### src/rtl/core/vpa_pkg.sv
// ----------------------------------------------------------------------------
// vpa_pkg
// Shared types and constants of the variable partition allocator.
// ----------------------------------------------------------------------------
package vpa_pkg;

  localparam int unsigned MemBytesDefault  = 1048576;
  localparam int unsigned MaxBlocksDefault = 64;

  localparam int unsigned CmdW    = 1;
  localparam int unsigned OwnerW  = 8;
  localparam int unsigned ReqW    = 21;
  localparam int unsigned AddrW   = 20;
  localparam int unsigned StatusW = 2;
  localparam int unsigned PolicyW = 2;

  localparam logic [CmdW-1:0] CMD_ALLOC = 1'b0;
  localparam logic [CmdW-1:0] CMD_FREE  = 1'b1;

  localparam logic [StatusW-1:0] ST_OK    = 2'd0;
  localparam logic [StatusW-1:0] ST_NOFIT = 2'd1;
  localparam logic [StatusW-1:0] ST_FULL  = 2'd2;
  localparam logic [StatusW-1:0] ST_ZERO  = 2'd3;

  localparam logic [PolicyW-1:0] POL_FIRST = 2'd0;
  localparam logic [PolicyW-1:0] POL_BEST  = 2'd1;
  localparam logic [PolicyW-1:0] POL_WORST = 2'd2;

  typedef enum logic [3:0] {
    S_IDLE,
    S_SCAN,
    S_DECIDE,
    S_SHIFT,
    S_SPLIT,
    S_TAKE,
    S_MERGE,
    S_FLUSH,
    S_DONE
  } vpa_state_t;

  // one entry of the block table
  typedef struct packed {
    logic [AddrW-1:0]  start;
    logic [ReqW-1:0]   size;
    logic              free;
    logic [OwnerW-1:0] owner;
  } vpa_entry_t;

  // controller to datapath
  typedef struct packed {
    logic load;        // capture request
    logic scan_step;   // read and examine entries
    logic decide;      // latch full flag, prepare split shift
    logic shift_step;  // move entries up by one
    logic split_write; // write the free remainder
    logic take;        // write the taken entry
    logic merge_step;  // release and compact entries
    logic merge_flush; // write last entry, commit count
    logic set_result;
  } vpa_cmd_t;

  // datapath to controller
  typedef struct packed {
    logic is_free_cmd;
    logic zero_size;
    logic scan_done;
    logic found;
    logic need_split;
    logic table_full;
    logic shift_done;
    logic merge_done;
  } vpa_stat_t;

endpackage

### src/rtl/core/vpa_if.sv
// ----------------------------------------------------------------------------
// vpa_req_if / vpa_rsp_if
// Valid/ready channels carrying request and result beats.
// ----------------------------------------------------------------------------
interface vpa_req_if;
  logic        valid;
  logic        ready;
  logic        command;
  logic [7:0]  owner_id;
  logic [20:0] request_size;
  modport source (output valid, command, owner_id, request_size, input ready);
  modport sink (input valid, command, owner_id, request_size, output ready);
endinterface

interface vpa_rsp_if;
  logic        valid;
  logic        ready;
  logic [1:0]  status;
  logic [19:0] start_address;
  modport source (output valid, status, start_address, input ready);
  modport sink (input valid, status, start_address, output ready);
endinterface

### src/rtl/core/vpa_ctrl.sv
// ----------------------------------------------------------------------------
// vpa_ctrl
// Sequencer: scan, split shift, combined owner release and merge pass.
// ----------------------------------------------------------------------------
module vpa_ctrl import vpa_pkg::*; (
  input  logic      clk,
  input  logic      rst,
  input  logic      in_valid,
  output logic      in_ready,
  output logic      out_valid,
  input  logic      out_ready,
  input  vpa_stat_t stat,
  output vpa_cmd_t  cmd
);

  vpa_state_t state, state_next;
  logic       pend, pend_next;

  // state register and result flag
  always_ff @(posedge clk) begin
    if (rst) begin
      state <= S_IDLE;
      pend  <= 1'b0;
    end else begin
      state <= state_next;
      pend  <= pend_next;
    end
  end

  assign out_valid = pend;
  assign in_ready  = (state == S_IDLE) && !pend;

  // next state
  always_comb begin
    state_next = state;
    unique case (state)
      S_IDLE:   if (in_valid && in_ready) state_next = S_SCAN;
      S_SCAN: begin
        if (stat.is_free_cmd) state_next = S_MERGE;
        else if (stat.zero_size) state_next = S_DONE;
        else if (stat.scan_done) state_next = S_DECIDE;
      end
      S_DECIDE: begin
        if (stat.found && stat.need_split && !stat.table_full) state_next = S_SHIFT;
        else if (stat.found && !stat.need_split) state_next = S_TAKE;
        else state_next = S_DONE;
      end
      S_SHIFT:  if (stat.shift_done) state_next = S_SPLIT;
      S_SPLIT:  state_next = S_TAKE;
      S_TAKE:   state_next = S_DONE;
      S_MERGE:  if (stat.merge_done) state_next = S_FLUSH;
      S_FLUSH:  state_next = S_DONE;
      S_DONE:   state_next = S_IDLE;
      default:  state_next = S_IDLE;
    endcase
  end

  // command outputs
  always_comb begin
    cmd       = '0;
    pend_next = pend && !out_ready;
    unique case (state)
      S_IDLE:   cmd.load = in_valid && in_ready;
      S_SCAN:   cmd.scan_step = !stat.is_free_cmd && !stat.zero_size && !stat.scan_done;
      S_DECIDE: cmd.decide = 1'b1;
      S_SHIFT:  cmd.shift_step = !stat.shift_done;
      S_SPLIT:  cmd.split_write = 1'b1;
      S_TAKE:   cmd.take = 1'b1;
      S_MERGE:  cmd.merge_step = !stat.merge_done;
      S_FLUSH:  cmd.merge_flush = 1'b1;
      S_DONE: begin
        cmd.set_result = 1'b1;
        pend_next      = 1'b1;
      end
      default: ;
    endcase
  end

endmodule

### src/rtl/core/vpa_dp.sv
// ----------------------------------------------------------------------------
// vpa_dp
// Block table in a memory with registered reads, one entry read per cycle.
// Entry zero is written with the whole memory while reset is held.
// ----------------------------------------------------------------------------
module vpa_dp import vpa_pkg::*; #(
  parameter int unsigned MEM_BYTES  = MemBytesDefault,
  parameter int unsigned MAX_BLOCKS = MaxBlocksDefault
) (
  input  logic               clk,
  input  logic               rst,
  input  logic [PolicyW-1:0] fit_policy,
  input  logic               command,
  input  logic [OwnerW-1:0]  owner_id,
  input  logic [ReqW-1:0]    request_size,
  input  vpa_cmd_t           cmd,
  output vpa_stat_t          stat,
  output logic [StatusW-1:0] status,
  output logic [AddrW-1:0]   start_address
);

  localparam int unsigned IdxW = $clog2(MAX_BLOCKS);
  localparam int unsigned CntW = $clog2(MAX_BLOCKS + 1);

  vpa_entry_t        blk_mem [MAX_BLOCKS];
  vpa_entry_t        rdata;
  vpa_entry_t        wdata;
  vpa_entry_t        acc;   // merged entry waiting to be written
  logic              re;
  logic              we;
  logic [IdxW-1:0]   waddr;
  logic [CntW-1:0]   count;
  logic [CntW-1:0]   raddr; // read pointer
  logic [CntW-1:0]   wcnt;  // entries kept by the merge pass
  logic              rd_ok;
  logic [IdxW-1:0]   rd_idx;

  logic              r_cmd;
  logic [OwnerW-1:0] r_owner;
  logic [ReqW-1:0]   r_size;
  logic              found;
  logic              blocked;
  logic [IdxW-1:0]   chosen;
  logic [ReqW-1:0]   csize;
  logic [AddrW-1:0]  cstart;

  logic first_fit, fits, better, rel_free, joins, merge_wr;

  assign first_fit = (fit_policy != POL_BEST) && (fit_policy != POL_WORST);
  assign fits      = rdata.free && (rdata.size >= r_size);
  always_comb begin
    priority if (!found) better = 1'b1;
    else if (fit_policy == POL_BEST) better = rdata.size < csize;
    else if (fit_policy == POL_WORST) better = rdata.size > csize;
    else better = 1'b0;
  end

  // owner release folded into the compaction pass
  assign rel_free = rdata.free || (rdata.owner == r_owner);
  assign joins    = (wcnt != '0) && acc.free && rel_free;
  assign merge_wr = cmd.merge_step && rd_ok && !joins && (wcnt != '0);

  // read issue: scan and merge walk up, shift walks down
  assign re = (cmd.scan_step && (raddr < count) && !(found && first_fit)) ||
              (cmd.shift_step && (raddr > CntW'(chosen))) ||
              (cmd.merge_step && (raddr < count));

  // status towards the controller
  always_comb begin
    stat             = '0;
    stat.is_free_cmd = (r_cmd == CMD_FREE);
    stat.zero_size   = (r_size == '0);
    stat.scan_done   = (found && first_fit) || ((raddr >= count) && !rd_ok);
    stat.found       = found;
    stat.need_split  = csize > r_size;
    stat.table_full  = count >= CntW'(MAX_BLOCKS);
    stat.shift_done  = (raddr <= CntW'(chosen)) && !rd_ok;
    stat.merge_done  = (raddr >= count) && !rd_ok;
  end

  // write port select
  always_comb begin
    we    = 1'b0;
    waddr = '0;
    wdata = '0;
    priority if (rst) begin
      we         = 1'b1;
      wdata.size = ReqW'(MEM_BYTES);
      wdata.free = 1'b1;
    end else if (cmd.shift_step && rd_ok) begin
      we    = 1'b1;
      waddr = rd_idx + IdxW'(1);
      wdata = rdata;
    end else if (cmd.split_write) begin
      we          = 1'b1;
      waddr       = chosen + IdxW'(1);
      wdata.start = cstart + AddrW'(r_size);
      wdata.size  = csize - r_size;
      wdata.free  = 1'b1;
    end else if (cmd.take) begin
      we          = 1'b1;
      waddr       = chosen;
      wdata.start = cstart;
      wdata.size  = r_size;
      wdata.owner = r_owner;
    end else if (merge_wr || cmd.merge_flush) begin
      we    = 1'b1;
      waddr = IdxW'(wcnt - CntW'(1));
      wdata = acc;
    end else begin
      we = 1'b0;
    end
  end

  // table memory
  always_ff @(posedge clk) begin
    if (we) blk_mem[waddr] <= wdata;
    if (re) rdata <= blk_mem[raddr[IdxW-1:0]];
  end

  // request, pointer and result registers
  always_ff @(posedge clk) begin
    if (rst) begin
      count         <= CntW'(1);
      raddr         <= '0;
      wcnt          <= '0;
      rd_ok         <= 1'b0;
      found         <= 1'b0;
      blocked       <= 1'b0;
      status        <= ST_OK;
      start_address <= '0;
    end else begin
      rd_ok <= re;
      if (re) rd_idx <= raddr[IdxW-1:0];
      if (cmd.load) begin
        r_cmd   <= command;
        r_owner <= owner_id;
        r_size  <= request_size;
        found   <= 1'b0;
        blocked <= 1'b0;
        wcnt    <= '0;
      end
      // read pointer
      priority if (cmd.load) raddr <= '0;
      else if (cmd.decide) raddr <= count - CntW'(1);
      else if (re && cmd.shift_step) raddr <= raddr - CntW'(1);
      else if (re) raddr <= raddr + CntW'(1);
      else raddr <= raddr;
      // candidate tracking during the scan
      if (cmd.scan_step && rd_ok && fits && better) begin
        found  <= 1'b1;
        chosen <= rd_idx;
        csize  <= rdata.size;
        cstart <= rdata.start;
      end
      if (cmd.decide) blocked <= stat.table_full;
      // release and compaction
      if (cmd.merge_step && rd_ok) begin
        if (joins) begin
          acc.size <= acc.size + rdata.size;
        end else begin
          acc.start <= rdata.start;
          acc.size  <= rdata.size;
          acc.free  <= rel_free;
          acc.owner <= rdata.owner;
          wcnt      <= wcnt + CntW'(1);
        end
      end
      if (cmd.split_write) count <= count + CntW'(1);
      else if (cmd.merge_flush) count <= wcnt;
      if (cmd.set_result) begin
        priority if (r_cmd == CMD_FREE) begin
          status <= ST_OK;
          start_address <= '0;
        end else if (r_size == '0) begin
          status <= ST_ZERO;
          start_address <= '0;
        end else if (!found) begin
          status <= ST_NOFIT;
          start_address <= '0;
        end else if (csize > r_size && blocked) begin
          status <= ST_FULL;
          start_address <= '0;
        end else begin
          status <= ST_OK;
          start_address <= cstart;
        end
      end
    end
  end

endmodule

### src/rtl/core/variable_partition_allocator_top.sv
// ----------------------------------------------------------------------------
// variable_partition_allocator_top
// First, best and worst fit allocator over an ordered block table.
// ----------------------------------------------------------------------------
// One request is taken at a time; the table sits in a memory read one entry
// per cycle. An allocate scans the table (first fit stops at the first
// fitting entry) and decides; for a split it moves the entries above the
// chosen entry k up by one, then writes the free remainder and the taken
// entry. An exact fit writes only the taken entry; no fit, a zero size and
// a split with a full table write nothing. A free releases and merges in
// one pass. A result beat waits in an output register; the next request is
// taken the cycle after it is accepted.
module variable_partition_allocator_top import vpa_pkg::*; #(
  parameter int unsigned MEM_BYTES  = MemBytesDefault,
  parameter int unsigned MAX_BLOCKS = MaxBlocksDefault
) (
  input  logic               clk,
  input  logic               rst,
  input  logic               cfg_we,
  input  logic [PolicyW-1:0] cfg_wdata,
  vpa_req_if.sink            req,
  vpa_rsp_if.source          rsp
);

  logic [PolicyW-1:0] fit_policy;
  vpa_cmd_t           cmd;
  vpa_stat_t          stat;

  // policy register
  always_ff @(posedge clk) begin
    if (rst) fit_policy <= POL_FIRST;
    else if (cfg_we) fit_policy <= cfg_wdata;
  end

  vpa_ctrl u_ctrl (
    .clk       (clk),
    .rst       (rst),
    .in_valid  (req.valid),
    .in_ready  (req.ready),
    .out_valid (rsp.valid),
    .out_ready (rsp.ready),
    .stat      (stat),
    .cmd       (cmd)
  );

  vpa_dp #(.MEM_BYTES(MEM_BYTES), .MAX_BLOCKS(MAX_BLOCKS)) u_dp (
    .clk           (clk),
    .rst           (rst),
    .fit_policy    (fit_policy),
    .command       (req.command),
    .owner_id      (req.owner_id),
    .request_size  (req.request_size),
    .cmd           (cmd),
    .stat          (stat),
    .status        (rsp.status),
    .start_address (rsp.start_address)
  );

endmodule

### src/flat_wrapper.sv
// flat-port wrapper written by rule: the top's interface ports become plain ports
module variable_partition_allocator_top_flat import vpa_pkg::*;
#(
  parameter int unsigned MEM_BYTES  = MemBytesDefault,
  parameter int unsigned MAX_BLOCKS = MaxBlocksDefault
)
  (clk, rst, cfg_we, cfg_wdata, req_valid, req_command, req_owner_id, req_request_size, req_ready, rsp_valid, rsp_status, rsp_start_address, rsp_ready);
  vpa_req_if req_i ();
  vpa_rsp_if rsp_i ();
  input  logic clk;
  input  logic rst;
  input  logic cfg_we;
  input  logic [PolicyW-1:0] cfg_wdata;
  input wire logic [$bits(req_i.valid)-1:0] req_valid;
  input wire logic [$bits(req_i.command)-1:0] req_command;
  input wire logic [$bits(req_i.owner_id)-1:0] req_owner_id;
  input wire logic [$bits(req_i.request_size)-1:0] req_request_size;
  output wire logic [$bits(req_i.ready)-1:0] req_ready;
  output wire logic [$bits(rsp_i.valid)-1:0] rsp_valid;
  output wire logic [$bits(rsp_i.status)-1:0] rsp_status;
  output wire logic [$bits(rsp_i.start_address)-1:0] rsp_start_address;
  input wire logic [$bits(rsp_i.ready)-1:0] rsp_ready;
  assign req_i.valid = req_valid;
  assign req_i.command = req_command;
  assign req_i.owner_id = req_owner_id;
  assign req_i.request_size = req_request_size;
  assign req_ready = req_i.ready;
  assign rsp_valid = rsp_i.valid;
  assign rsp_status = rsp_i.status;
  assign rsp_start_address = rsp_i.start_address;
  assign rsp_i.ready = rsp_ready;
  variable_partition_allocator_top #(.MEM_BYTES(MEM_BYTES), .MAX_BLOCKS(MAX_BLOCKS)) u_core (.clk(clk), .rst(rst), .cfg_we(cfg_we), .cfg_wdata(cfg_wdata), .req(req_i), .rsp(rsp_i));
endmodule
### config.mk
export PLATFORM = sky130hd
export DESIGN_NAME = variable_partition_allocator_top_flat
export DESIGN_NICKNAME = d
export VERILOG_FILES = /design/src/rtl/core/vpa_pkg.sv /design/src/rtl/core/vpa_if.sv /design/src/rtl/core/vpa_ctrl.sv /design/src/rtl/core/vpa_dp.sv /design/src/rtl/core/variable_partition_allocator_top.sv /design/src/flat_wrapper.sv
export SDC_FILE = /design/constraint.sdc
export NUM_CORES = 2
export LEC_CHECK = 0
export BUFFER_PORTS_ARGS = -buffer_cell sky130_fd_sc_hd__buf_2
export CORE_ASPECT_RATIO = 0.9
export CORE_MARGIN = 2
export CORE_UTILIZATION = 46
export DETAILED_ROUTE_END_ITERATION = 8
export HOLD_SLACK_MARGIN = 0.03
export MAX_ROUTING_LAYER = met4
export PLACE_DENSITY = 0.67
export SLEW_MARGIN = 30
export SYNTH_ARGS = -nofsm -noshare
export SYNTH_HDL_FRONTEND = slang
export SYNTH_SLANG_ARGS = --single-unit
### constraint.sdc
create_clock -name clk -period 11.25 [get_ports clk]
set_input_delay 1.125 -clock clk [delete_from_list [all_inputs] [get_ports clk]]
set_output_delay 1.125 -clock clk [all_outputs]
set_load 0.03 [all_outputs]
==> impl_metrics.ini <==
[route]
first_iter_violations = 10700
wire_per_inst_um = 34.6
via_count = 67600
drc_errors = 0
drtPass1Iterations = 7
routed_wl_mm = 361
drtAntennaViolNets = 0
vias_per_cell = 6.46

[placed_design]
routabilityCongestion = 0.858
dp.cells = 9851
port_buffers = 60
place.detailed.hpwl_mm = 197

[synthesis]
syn_avg_cell_area_um2 = 22.6
ys_seq_elements = 3436
synth-edff-count = 3383
ys_seq_area_frac = 0.758
synth_cells = 6006
async_flop_share = 0
yosys_warnings = 0
synth.distinct_cells = 75
synth_area_mm2 = 0.135
synth_nets = 6176
synth_ff_type = edfxtp_1

[clock_network]
cts_buffers = 336
cts_resized = 0
tritoncts = yes
cts_setup_buffers = 0
clockBufferDepth = 4
htree_num_levels = 5
clk-insertion-delay-late_ps = 900
ctsHoldBuffers = 0
clock-sinks = 3436
cts-root-buf = clkbuf_16
clk_pin_slew_ps = 60

[timing]
finalSetupViolCount = 0
final-hold-violation-count = 0
tns_ps = 0
worst_slew_pin_slew_ps = 1110
rsz0062_at_grt = no
fin_worst_skew_ps = 72.6
fin_crit_sh = 0.483
finalMaxSlewViolations = 0
relSlewSlack = 0.263
fin_crit_ps = 5430
timing.fmax_mhz = 184

[global_routing]
antenna_found_initial = 29
grt_util_all_layers = 0.247
grt_pass1_vias = 65400
grt_pass1_wl_mm = 507
grt_max_degree = 129
grt_overflow_total = 0

[worst_setup_path]
critPathKind = reg -> reg
r2r_cells = 8
crit_fanout = 52
crit_path_start_kind = flip-flop
r2r-start = u_core.u_ctrl.state[0]$_SDFFE_PP0P_
worstReg2RegEnd = u_core.u_dp.blk_mem[39][7]$_DFFE_PP_
crit_end = u_core.u_dp.blk_mem[39][7]$_DFFE_PP_
worstPathArrival_ps = 5920
crit_start = u_core.u_ctrl.state[0]$_SDFFE_PP0P_
critical_path_required_ps = 11740
r2r_slack_ps = 5820
cp-end-kind = flip-flop

[floorplanning]
die_area_mm2 = 0.299
start_util = 0.461
ios = 61
core.rowCount = 189
core_area_mm2 = 0.294
die_y_um = 519
die_w_um = 576

[job]
cap_violations = 0

[cells_and_area]
final_common_cell = edfxtp_1
final_cell_mix = edfxtp_1, mux4_2, clkbuf_16
fin_cells = 10500
fin_util = 0.519
finalNetCount = 6446
layout-drive-gt1-share = 0.288
area_growth_syn_to_layout_pct = 12.6

[pwr]
ir_worst_vdd_mv = 0.135
leakagePower_nw = 46.6
cellPowerDensity_mw_per_mm2 = 200

[hold_path]
hold_class = in -> reg

[run_status]
outcome = finished clean
-- kinds of logic (layout without fill, tap and decap cells) --
logic type,count (synthesis),count (layout),synth area share
flip-flops,3436,3436,0.758
multiplexers,1078,1078,0.175
AO/OA/AOI/OAI,445,445,0.0226
AND/OR/NAND/NOR,442,442,0.0154
buffers and inverters,397,923,0.0117
adder cells (fa/ha/maj),133,133,0.0125
XOR/XNOR,75,75,0.00485
other,0,11,0
-- through the flow --
stage	setup slack, ps	power, W	hold WS [ps]	instance area [um^2]
2_1_floorplan	2510	0.0180	423	135000
3_3_place_gp	5870	0.0198	456	142000
3_5_place_dp	5840	0.0199	456	142000
4_1_cts	5840	0.0306	389	152000
5_1_grt	5650	0.0313	414	153000
6_report	5820	0.0305	441	153000
-- worst max-delay path, stage by stage (launching register included) --
cell      delay (ps)
dfxtp_1          710
nand2b_1         230
nor2_4           120
buf_4            560
a21oi_1          200
a211oi_1         560
nand3_1          740
nor2_4          1010
buf_4            830
-- cell type report --
type	instances	area [um^2]
clock buffers	414	8790
repair buffers	235	1870
well taps	3915	4900
diodes	11	27.5
multi-input cells	2173	32300
flip-flops and latches	3436	103000
fillers	22300	141000
clock inverters	180	1630
inverters	94	354
-- Yosys cell counts (all sizes together), types with 12 or more instances --
master / instances / area (um^2)
inv: 93 / 349
a21o: 49 / 368
ha: 129 / 1610
o21ai: 88 / 440
nand3: 40 / 200
a21oi: 106 / 534
a22o: 22 / 193
nand2: 94 / 353
clkbuf: 203 / 762
nand4: 20 / 125
a221oi: 23 / 201
xor2: 31 / 272
buf: 100 / 477
a22oi: 18 / 135
mux4: 1034 / 23300
and3: 14 / 87.6
nor2: 168 / 631
o21a: 15 / 113
mux2i: 26 / 260
edfxtp: 3383 / 102000
a211oi: 17 / 140
a222oi: 22 / 220
nor3: 26 / 130
nand2b: 12 / 82.6
dfxtp: 53 / 1060
xnor2: 44 / 385
mux2: 18 / 203
or3: 17 / 106
-- flip-flops by register name (all words and copies together), names as in the netlist, 4 cells and up --
signal	count
u_core.u_dp.blk_mem	3200
u_core.u_dp.acc	50
u_core.u_dp.rdata	50
u_core.u_dp.csize	21
u_core.u_dp.r_size	21
u_core.u_dp.cstart	20
u_core.u_dp.start_address	20
u_core.u_dp.r_owner	8
u_core.u_dp.count	7
u_core.u_dp.raddr	7
u_core.u_dp.wcnt	7
u_core.u_dp.chosen	6
u_core.u_dp.rd_idx	6
u_core.u_ctrl.state	4
-- worst min path at each step --
stage / cells past startpoint / from / to
4_1_cts: 1 / req_request_size[3] / u_core.u_dp.r_size[3]$_DFFE_PP_
3_5_place_dp: 1 / u_core.u_dp.start_address[6]$_SDFFE_PP0P_ / u_core.u_dp.start_address[6]$_SDFFE_PP0P_
6_report: 1 / req_request_size[3] / u_core.u_dp.r_size[3]$_DFFE_PP_
2_1_floorplan: 0 / u_core.u_dp.raddr[0]$_SDFFE_PP0P_ / u_core.u_dp.rd_idx[0]$_DFFE_PP_
5_1_grt: 1 / req_request_size[15] / u_core.u_dp.r_size[15]$_DFFE_PP_
3_3_place_gp: 1 / u_core.u_dp.start_address[11]$_SDFFE_PP0P_ / u_core.u_dp.start_address[11]$_SDFFE_PP0P_
-- where the power goes --
part / switching [W] / internal, W / total, W
logic: 0.00275 / 0.00215 / 0.00490
registers: 0.000347 / 0.0144 / 0.0147
clock network: 0.00476 / 0.00608 / 0.0108
total: 0.00785 / 0.0226 / 0.0305
-- routing by layer --
metal,GRT usage,routed length (um),up-vias
met2,0.354,163000,4387
met5,-,0,-
met4,0.0594,8740,0
li1,-,-,26200
met3,0.0549,44900,535
met1,0.365,145000,36500
Note: power is estimated with default switching activity, not from simulation.
